--- src/design/section_sum_checksum_top_assert.svh ---
// Assertion macros for the sectioned checksum block
`ifndef SECTION_SUM_CHECKSUM_TOP_ASSERT_SVH
`define SECTION_SUM_CHECKSUM_TOP_ASSERT_SVH

`ifndef ASSERT_OFF

// Same-cycle implication, checked outside reset
`define SSC_ASSERT_IMPLIES(label, clk, rst_n, ante, cons) \
    label: assert property (@(posedge clk) disable iff (!rst_n) (ante) |-> (cons)) \
        else $error("implication check failed");

// Next-cycle implication, checked outside reset
`define SSC_ASSERT_NEXT(label, clk, rst_n, ante, cons) \
    label: assert property (@(posedge clk) disable iff (!rst_n) (ante) |=> (cons)) \
        else $error("next-cycle check failed");

`else

`define SSC_ASSERT_IMPLIES(label, clk, rst_n, ante, cons)
`define SSC_ASSERT_NEXT(label, clk, rst_n, ante, cons)

`endif

`endif

--- src/design/ssc_pkg.sv ---
// Shared constants and types for the sectioned checksum block
`default_nettype none

package ssc_pkg;

    localparam int FIRST_SECTION_BYTES  = 8;
    localparam int SECOND_SECTION_BYTES = 8;

    // position saturates one past the start of section three
    localparam int POS_SAT_VAL = FIRST_SECTION_BYTES + SECOND_SECTION_BYTES + 1;
    localparam int POS_W       = $clog2(POS_SAT_VAL + 1);

    localparam logic [POS_W-1:0] POS_END1   = POS_W'(FIRST_SECTION_BYTES - 1);
    localparam logic [POS_W-1:0] POS_END2   = POS_W'(FIRST_SECTION_BYTES
                                                     + SECOND_SECTION_BYTES - 1);
    localparam logic [POS_W-1:0] POS_START3 = POS_W'(FIRST_SECTION_BYTES
                                                     + SECOND_SECTION_BYTES);
    localparam logic [POS_W-1:0] POS_SAT    = POS_W'(POS_SAT_VAL);

    localparam logic [1:0] ST_OK   = 2'd0;
    localparam logic [1:0] ST_SEC1 = 2'd1;
    localparam logic [1:0] ST_SEC2 = 2'd2;
    localparam logic [1:0] ST_SEC3 = 2'd3;

    typedef struct packed {
        logic [7:0] out_byte;
        logic       last;
        logic [1:0] status;
    } ssc_result_t;

endpackage

`default_nettype wire

--- src/design/ssc_core.sv ---
// Section tracking, running sum and first-failure logic for one byte per cycle while step is high
`default_nettype none

module ssc_core
    import ssc_pkg::*;
(
    input  wire logic        clk,
    input  wire logic        rst_n,
    input  wire logic        step,
    input  wire logic [7:0]  in_byte,
    input  wire logic        in_last,
    input  wire logic        gen_mode,
    output ssc_result_t      res
);

`include "section_sum_checksum_top_assert.svh"

    logic [POS_W-1:0] pos_reg, pos_next;
    logic [7:0]       sum_reg, sum_next;
    logic [1:0]       fail_reg, fail_next;

    logic             is_close;
    logic [1:0]       close_code;
    logic             fin_fail;
    logic [1:0]       fin_code;
    logic             mismatch;
    logic [1:0]       fail_a;
    logic [1:0]       fail_b;
    logic [7:0]       byte_out;

    always_comb
    begin
        is_close   = 1'b0;
        close_code = ST_OK;
        fin_fail   = 1'b0;
        fin_code   = ST_OK;
        if (pos_reg < POS_END1)
        begin
            fin_fail = in_last;
            fin_code = ST_SEC1;
        end
        else if (pos_reg == POS_END1)
        begin
            is_close   = 1'b1;
            close_code = ST_SEC1;
            fin_fail   = in_last;
            fin_code   = ST_SEC2;
        end
        else if (pos_reg < POS_END2)
        begin
            fin_fail = in_last;
            fin_code = ST_SEC2;
        end
        else if (pos_reg == POS_END2)
        begin
            is_close   = 1'b1;
            close_code = ST_SEC2;
            fin_fail   = in_last;
            fin_code   = ST_SEC3;
        end
        else if (in_last)
        begin
            // a one-byte section three is short, not a checksum
            if (pos_reg == POS_START3)
            begin
                fin_fail = 1'b1;
                fin_code = ST_SEC3;
            end
            else
            begin
                is_close   = 1'b1;
                close_code = ST_SEC3;
            end
        end
    end

    always_comb
    begin
        mismatch = is_close && !gen_mode && (in_byte != sum_reg);
        byte_out = (is_close && gen_mode) ? sum_reg : in_byte;
        fail_a   = (fail_reg == ST_OK && mismatch) ? close_code : fail_reg;
        fail_b   = (fail_a == ST_OK && fin_fail) ? fin_code : fail_a;

        res.out_byte = byte_out;
        res.last     = in_last;
        res.status   = in_last ? fail_b : ST_OK;

        if (in_last)
        begin
            pos_next  = '0;
            sum_next  = '0;
            fail_next = ST_OK;
        end
        else
        begin
            pos_next  = (pos_reg < POS_SAT) ? pos_reg + 1'b1 : pos_reg;
            sum_next  = is_close ? 8'd0 : sum_reg + in_byte;
            fail_next = fail_b;
        end
    end

    always_ff @(posedge clk or negedge rst_n)
    begin
        if (!rst_n)
        begin
            pos_reg  <= '0;
            sum_reg  <= '0;
            fail_reg <= ST_OK;
        end
        else if (step)
        begin
            pos_reg  <= pos_next;
            sum_reg  <= sum_next;
            fail_reg <= fail_next;
        end
    end

    `SSC_ASSERT_NEXT(a_final_clears, clk, rst_n, step && in_last,
        pos_reg == '0 && sum_reg == 8'd0 && fail_reg == ST_OK)
    `SSC_ASSERT_IMPLIES(a_pos_bounded, clk, rst_n, 1'b1, pos_reg <= POS_SAT)
    `SSC_ASSERT_IMPLIES(a_gen_passes, clk, rst_n,
        step && gen_mode && in_last && pos_reg > POS_START3,
        res.status == fail_reg)

endmodule

`default_nettype wire

--- src/design/section_sum_checksum_top.sv ---
// Top level: stream ports, mode register and output register
// Output: each accepted word is captured in the output register and held there until taken.
// Throughput: one word per cycle; the input stalls only while the output word is held.
// Reset clears byte position, running sum, failure code, mode (verify) and output valid.
// Output tdata carries a status field alongside the byte on every word; it is ST_OK except on the last word.
`default_nettype none

module section_sum_checksum_top
    import ssc_pkg::*;
(
    input  wire logic        clk,
    input  wire logic        rst_n,
    input  wire logic        cfg_wr_en,
    input  wire logic        cfg_wr_data,    // generate_mode
    input  wire logic        s_axis_tvalid,
    output logic             s_axis_tready,
    input  wire logic [7:0]  s_axis_tdata,   // [7:0] data_byte
    input  wire logic        s_axis_tlast,
    output logic             m_axis_tvalid,
    input  wire logic        m_axis_tready,
    output logic [15:0]      m_axis_tdata,   // [7:0] out_byte, [9:8] status, rest zero
    output logic             m_axis_tlast
);

    logic        mode_reg;
    logic        valid_reg;
    ssc_result_t res_reg;
    ssc_result_t res_new;
    logic        step;

    assign s_axis_tready = !valid_reg || m_axis_tready;
    assign step          = s_axis_tvalid && s_axis_tready;

    ssc_core u_core
    (
        .clk      (clk),
        .rst_n    (rst_n),
        .step     (step),
        .in_byte  (s_axis_tdata),
        .in_last  (s_axis_tlast),
        .gen_mode (mode_reg),
        .res      (res_new)
    );

    always_ff @(posedge clk or negedge rst_n)
    begin
        if (!rst_n)
        begin
            mode_reg  <= 1'b0;
            valid_reg <= 1'b0;
        end
        else
        begin
            if (cfg_wr_en)
            begin
                mode_reg <= cfg_wr_data;
            end
            if (s_axis_tready)
            begin
                valid_reg <= s_axis_tvalid;
            end
        end
    end

    always_ff @(posedge clk)
    begin
        if (step)
        begin
            res_reg <= res_new;
        end
    end

    assign m_axis_tvalid = valid_reg;
    assign m_axis_tdata  = {6'd0, res_reg.status, res_reg.out_byte};
    assign m_axis_tlast  = res_reg.last;

endmodule

`default_nettype wire
--- config.mk ---
export PLATFORM = sky130hd
export DESIGN_NAME = section_sum_checksum_top
export DESIGN_NICKNAME = d
export VERILOG_FILES = /design/src/design/ssc_pkg.sv /design/src/design/ssc_core.sv /design/src/design/section_sum_checksum_top.sv
export VERILOG_INCLUDE_DIRS = /design/src /design/src/design
export SDC_FILE = /design/constraint.sdc
export NUM_CORES = 1
export LEC_CHECK = 0
export ABC_AREA = 1
export BUFFER_PORTS_ARGS = -buffer_cell sky130_fd_sc_hd__buf_2
export CAP_MARGIN = 0
export CELL_PAD_IN_SITES_DETAIL_PLACEMENT = 0
export CELL_PAD_IN_SITES_GLOBAL_PLACEMENT = 1
export CORE_MARGIN = 8
export CORE_UTILIZATION = 40
export DETAILED_ROUTE_END_ITERATION = 6
export GPL_TIMING_DRIVEN = 0
export PLACE_DENSITY_LB_ADDON = 0.12
export SETUP_SLACK_MARGIN = 0.3
export SLEW_MARGIN = 20
export SYNTH_ARGS = -nofsm -noshare
export SYNTH_HDL_FRONTEND = slang
export SYNTH_HIERARCHICAL = 1
export SYNTH_SLANG_ARGS = --single-unit
--- constraint.sdc ---
create_clock -name clk -period 2.6 [get_ports clk]
set_input_delay 0.39 -clock clk [delete_from_list [all_inputs] [get_ports clk]]
set_output_delay 0.39 -clock clk [all_outputs]
set_load 0.05 [all_outputs]
==> results.cfg, run 1 <==
[yosys]
ys_ff_latch = 28
syn_avg_cell_area_um2 = 8.93
synth_cells = 201
synth_warnings = 6
seq_area_frac_synth = 0.421
synth_cell_types = 33
netlist_area_um2 = 1800

[clock_tree]
path_clk_slew_ns = 0.10
cts_setup_buffers = 0
clock_path_buffers = 2
cts_buffers = 3
htree_levels = 1
cts_resized = 0
cts_sinks = 28
holdBufCountCts = 0
clock-root-buffer = clkbuf_8
clock_latency_ns = 0.27
cts_tree = built

[cells_and_area]
stdcell_area_um2 = 2070
largest_reg_flops = 10
final_cells = 289
fin_nets = 264
multi_input_area_um2 = 903
regArea_um2 = 756
fillers = 441
drive_gt1_frac = 0.245
diodes = 0
area_growth_pct = 15.3

[global_routing]
grt_pass1_wl_um = 6590
grt_max_degree = 18
grt_overflow = 0
grt_use_total = 0.111
grt_pass1_vias = 1374
antenna_found_initial = 0

[sta]
setup_viol = 0
hold_slack_ns = 0.0362
rsz0062_at_grt = false
clock_skew_ns = 0.00666
period_needed_ns = 2.08
fin_crit_sh = 0.801
finalHoldViolations = 0
report.final.slew_viol_count = 0
fin_ws_ns = 0.518
fmax_ghz = 0.480

[hold_path]
hold_class = in2async

[floorplanning]
core_area_um2 = 4350
die_area_um2 = 6890
ios = 34
rows = 24
die_y_um = 83.0
initial_core_util = 0.412
die_width_um = 83.0

[route]
avgRoutedWirePerCell_um = 12.9
viasPerCell = 4.73
drcViolationCount = 0
dr.pass1.iters = 4
wl_um = 3730
antenna_left = 0
vias = 1368
drtIter0Drc = 83

[placement]
gp_congestion = 0.781
io_buffers = 26
dp_cells = 285
hpwl_um = 2970
dp_slack_ns = 0.533
dpl_cell_area_um2 = 2020

[power_and_ir_drop]
ir_drop_mv = 0.322
p_leak_nw = 1.05
powerDensity_nw_per_um2 = 593

[critical_path]
critPathArrivalTime_ns = 2.11
cp_max_fo = 8
crit_type = reg2reg
reg2reg_depth = 9
cp_data_required_time_ns = 2.63
start_kind = flip-flop
cp-end-kind = flip-flop

[flow_run]
max_cap_viol_count = 0

[run_status]
status = finished, final reports clean
==> cell families after synthesis <==
group / count (synthesis) / synth area share
AND/OR/NAND/NOR: 78 / 0.204
AO/OA/AOI/OAI: 36 / 0.117
buffers and inverters: 35 / 0.0885
flip-flops: 28 / 0.421
adder cells (fa/ha/maj): 11 / 0.0808
multiplexers: 8 / 0.0669
XOR/XNOR: 4 / 0.0195
other: 1 / 0.00209
==> layout make-up <==
class | instances | share of cell area
buffer | 11 | 0.0333
clock buffer | 3 | 0.0200
inverter | 24 | 0.0435
timing repair buffer | 27 | 0.0683
sequential | 28 | 0.365
tap | 52 | 0.0314
clock inverter | 1 | 0.00181
multi-input combinational | 143 | 0.437
==> cell usage after synthesis (all sizes together) <==
cell / instances / area share
fa: 1 / 0.011
edfxtp: 11 / 0.18
a31oi: 2 / 0.0070
a21boi: 1 / 0.0042
o21bai: 2 / 0.0084
nand4: 3 / 0.010
nor2: 13 / 0.036
inv: 24 / 0.050
mux2: 8 / 0.067
clkbuf: 4 / 0.0091
conb: 1 / 0.0021
nor3: 3 / 0.0084
o21ai: 16 / 0.045
nand3: 13 / 0.046
buf: 7 / 0.029
a21oi: 9 / 0.027
xor2: 2 / 0.0098
dfrtp: 17 / 0.24
nand2: 46 / 0.10
o22ai: 1 / 0.0035
xnor2: 2 / 0.0098
ha: 10 / 0.070
a21o: 3 / 0.013
o41ai: 1 / 0.0049
a22o: 1 / 0.0049
==> metal layers <==
layer / GRT usage / up-vias / part of all wire
li1: - / 733 / -
met1: 0.150 / 598 / 0.52
met2: 0.164 / 35 / 0.41
met3: 0.0313 / 2 / 0.064
met4: 0.0351 / 0 / 0.0062
met5: 0 / - / 0
==> worst paths after layout <==
kind                       slack [ns]         startpoint           endpoint
min                              0.04              rst_n  u_core/sum_reg[5]
min in group clk                 0.29       s_axis_tlast       m_axis_tlast
max                              0.52  u_core/pos_reg[0]    m_axis_tdata[4]
max in group asynchronous        2.26              rst_n  u_core/pos_reg[4]
min reg2reg                      0.52  u_core/sum_reg[6]  u_core/sum_reg[6]
max reg2reg                      0.52  u_core/pos_reg[0]    m_axis_tdata[4]
==> per-stage QoR <==
stage | total power, mW | utilization | setup TNS [ns]
after floorplan | 0.898 | - | 0
after global placement | 0.984 | 0.461 | -0.258
after detailed placement | 0.997 | 0.465 | 0
after CTS | 1.24 | 0.475 | 0
after global routing | 1.32 | 0.475 | 0
final | 1.23 | 0.475 | 0
==> report_power, final <==
part	switching (mW)	internal [mW]	total (mW)
registers	0.0482	0.518	0.566
clock network	0.135	0.106	0.241
logic	0.264	0.156	0.420
==> critical path, stage by stage, from the launching register on <==
cell and delay (ns):
dfrtp_1 0.45, ha_1 0.21, nand2_2 0.07, nor2_1 0.11, ha_1 0.18, a21oi_1 0.06
nand2_2 0.08, nand3_4 0.11, nor2_8 0.24, mux2_4 0.32
==> cell usage in the layout, fill, tap and decap left out, drive strengths merged <==
master  instances
a21boi          1
a21o            3
a21oi           9
a22o            1
a31oi           2
buf            34
clkbuf          7
clkinv          1
conb            6
dfrtp          17
edfxtp         11
fa              1
ha             10
inv            24
mux2            8
nand2          46
nand3          13
nand4           3
nor2           13
nor3            3
o21ai          16
o21bai          2
o22ai           1
o41ai           1
xnor2           2
xor2            2
No activity file was read; power rests on OpenSTA's default activity.
==> run 2: changes to the inputs <==
--- a/config.mk
+++ b/config.mk
@@ -6,13 +6,13 @@
 export SDC_FILE = /design/constraint.sdc
 export NUM_CORES = 1
 export LEC_CHECK = 0
-export ABC_AREA = 1
+export ABC_AREA = 0
 export BUFFER_PORTS_ARGS = -buffer_cell sky130_fd_sc_hd__buf_2
 export CAP_MARGIN = 0
 export CELL_PAD_IN_SITES_DETAIL_PLACEMENT = 0
 export CELL_PAD_IN_SITES_GLOBAL_PLACEMENT = 1
 export CORE_MARGIN = 8
-export CORE_UTILIZATION = 40
+export CORE_UTILIZATION = 39
 export DETAILED_ROUTE_END_ITERATION = 6
 export GPL_TIMING_DRIVEN = 0
 export PLACE_DENSITY_LB_ADDON = 0.12
==> constraint.sdc (replaced) <==
create_clock -name clk -period 1.9 [get_ports clk]
set_input_delay 0.285 -clock clk [delete_from_list [all_inputs] [get_ports clk]]
set_output_delay 0.285 -clock clk [all_outputs]
set_load 0.05 [all_outputs]
==> results.cfg, run 2 <==
[sta]
clock_skew_ns = 0.00248
report.final.slew_viol_count = 0
finalHoldViolations = 0
fmax_ghz = 0.503
fin_tns_setup_ns = -0.755
period_needed_ns = 1.99
rsz0062_at_grt = true
setup_viol = 10
fin_ws_ns = -0.0868
fin_crit_sh = 1.05

[cells_and_area]
final_common_cell = buf_2
drive_gt1_frac = 0.502
final_util = 0.561
area_growth_pct = 38.1
layout_common_cells = 27 x buf_2, 22 x buf_4, 14 x dfrtp_1, 11 x edfxtp_1
fin_nets = 242
diodes = 0
final_cells = 267
largest_reg_flops = 10

[placement]
hpwl_um = 2890
gp_congestion = 0.797
dp_cells = 244
dp_slack_ns = -0.338
io_buffers = 26

[route]
vias = 1433
viasPerCell = 5.37
avgRoutedWirePerCell_um = 16.4
antenna_left = 0
wl_um = 4380
drcViolationCount = 0
dr.pass1.iters = 4
drtIter0Drc = 61

[power_and_ir_drop]
netSwitchingFraction = 0.359
switching_power_uw = 875
powerDensity_nw_per_um2 = 989
ir_drop_mv = 0.435
clockPowerShare = 0.201
power_mw = 2.43
p_comb_frac = 0.460
p_int_mw = 1.56
p_leak_nw = 1.07
p_seq_frac = 0.339

[clock_tree]
clock-root-buffer = clkbuf_8
cts_buffers = 3
path_clk_slew_ns = 0.10
clock_latency_ns = 0.28
htree_levels = 1
cts_sinks = 28
cts_tree = built
clock_path_buffers = 2

[global_routing]
grt_most_used_layer = met2
grt_pass1_vias = 1481
antenna_found_initial = 0
grt_pass1_wl_um = 7530
grt_overflow = 0
gr-usage-met2 = 0.197
gr-usage-met3 = 0.0273
grt_util_met1 = 0.170
grt_use_total = 0.128
grt_max_degree = 18

[floorplanning]
ios = 34
die_y_um = 83.6
die_area_um2 = 6990
rows = 24
initial_core_util = 0.406
die_width_um = 83.6
core_area_um2 = 4380

[critical_path]
cp_data_required_time_ns = 1.95
start_kind = flip-flop
critPathArrivalTime_ns = 2.04
crit_chain = buf_6 > nor4bb_4 > nor2_4 > a21oi_4 > and2_4 > buf_12 > mux2_4
cp-end-kind = flip-flop
crit_slowest_cell = dfrtp_1
path_buf_inv = 2
cpPeakStageDelay_ns = 0.39
cp_top_family = simple AND/OR/NAND/NOR gates
crit_type = reg2reg
cp_max_fo = 10

[yosys]
yosys.area.top_type = dfrtp_1
netlist_area_um2 = 1780
synthTopCellsByCount = 17 x dfrtp_1, 11 x edfxtp_1
synthTopCellsByArea = dfrtp_1 24%, edfxtp_1 19%, mux2_4 7.6%
synth_cell_types = 48
synth_most_common_cell = dfrtp_1
synth_cells = 161
yosysTopAreaCellShare = 0.239
async_flop_share = 0.607
seq_area_frac_synth = 0.424
ys.flop_type = dfrtp_1
syn_avg_cell_area_um2 = 11.1
synth_edf_count = 11
synth_warnings = 6
ys_ff_latch = 28

[flow_run]
max_cap_viol_count = 0

[run_status]
violations = setup timing
status = finished with violations

[hold_path]
hold_class = in2reg
==> run 2: cell types whose count changed after synthesis, moves of 3 or more <==
cell / before / now
nand2_1: 41 / 10
nor2_1: 12 / 9
nand3_1: 11 / 6
o21ai_1: 7 / 0
inv_1: 22 / 6
nand2_2: 5 / 0
a22o_1: 1 / 10
nand4_1: 3 / 0
buf_2: 0 / 3
==> run 2: logic make-up (layout without fill, tap and decap cells) <==
group / Yosys count / after routing / synth area share
AOI/OAI and AO/OA: 46 / 46 / 0.188
xor gates and xnor gates: 5 / 5 / 0.0246
buffers and inverters: 20 / 69 / 0.0765
DFF: 28 / 28 / 0.424
other: 1 / 6 / 0.00210
and+or+nand+nor: 41 / 41 / 0.128
adders and majority gates: 11 / 11 / 0.0815
muxes: 9 / 9 / 0.0758
==> run 2: timing repair <==
action	in CTS	in global routing
gates cloned	0	0
endpoints found under the hold margin	17	0
hold buffers	1	0
endpoints found under the setup margin	25	25
buffers inserted	12	6
gates resized for setup	22	13
pin swaps	13	9
==> run 2: final timing paths <==
check / from / to / slack (ns) / cells after the start
setup / recovery: u_core/pos_reg[3] / m_axis_tdata[1] / -0.09 / 7
hold / removal: s_axis_tlast / m_axis_tlast / 0.17 / 1
max in group asynchronous: rst_n / u_core/pos_reg[1] / 1.12 / 2
hold reg to reg: m_axis_tvalid / m_axis_tvalid / 0.54 / 2
min in group asynchronous: rst_n / m_axis_tvalid / 0.46 / 2
setup reg to reg: u_core/pos_reg[3] / m_axis_tdata[1] / -0.09 / 7
==> run 2: per-layer routing <==
metal	routed length (um)	up-vias
met4	61	0
met5	0	-
met2	2050	33
li1	-	702
met3	182	5
met1	2090	693
==> run 2: area by class of cell <==
type                       count  area [um2]
clock buffer                   3        41.3
sequential                    28         759
multi-input combinational    118        1130
tap                           52        65.1
timing repair buffer          45         287
inverter                       6        22.5
fill                         384        1920
clock inverter                 1        30.0
buffer                        14         128
==> run 2: metrics by stage <==
step | hold slack [ns] | area (um2)
6_report | 0.168 | 2460
5_1_grt | 0.149 | 2460
4_1_cts | 0.155 | 2350
3_5_place_dp | 0.259 | 2060
3_3_place_gp | 0.250 | 2060
2_1_floorplan | -0.0106 | 1860
==> run 2: power by group through the flow <==
stage / clock [mW] / sequential [mW] / combinational (mW)
3_5_place_dp: 0 / 0.831 / 0.842
5_1_grt: 0.529 / 0.839 / 1.23
2_1_floorplan: 0 / 0.886 / 0.616
6_report: 0.488 / 0.824 / 1.12
4_1_cts: 0.509 / 0.817 / 1.03
3_3_place_gp: 0 / 0.824 / 0.834
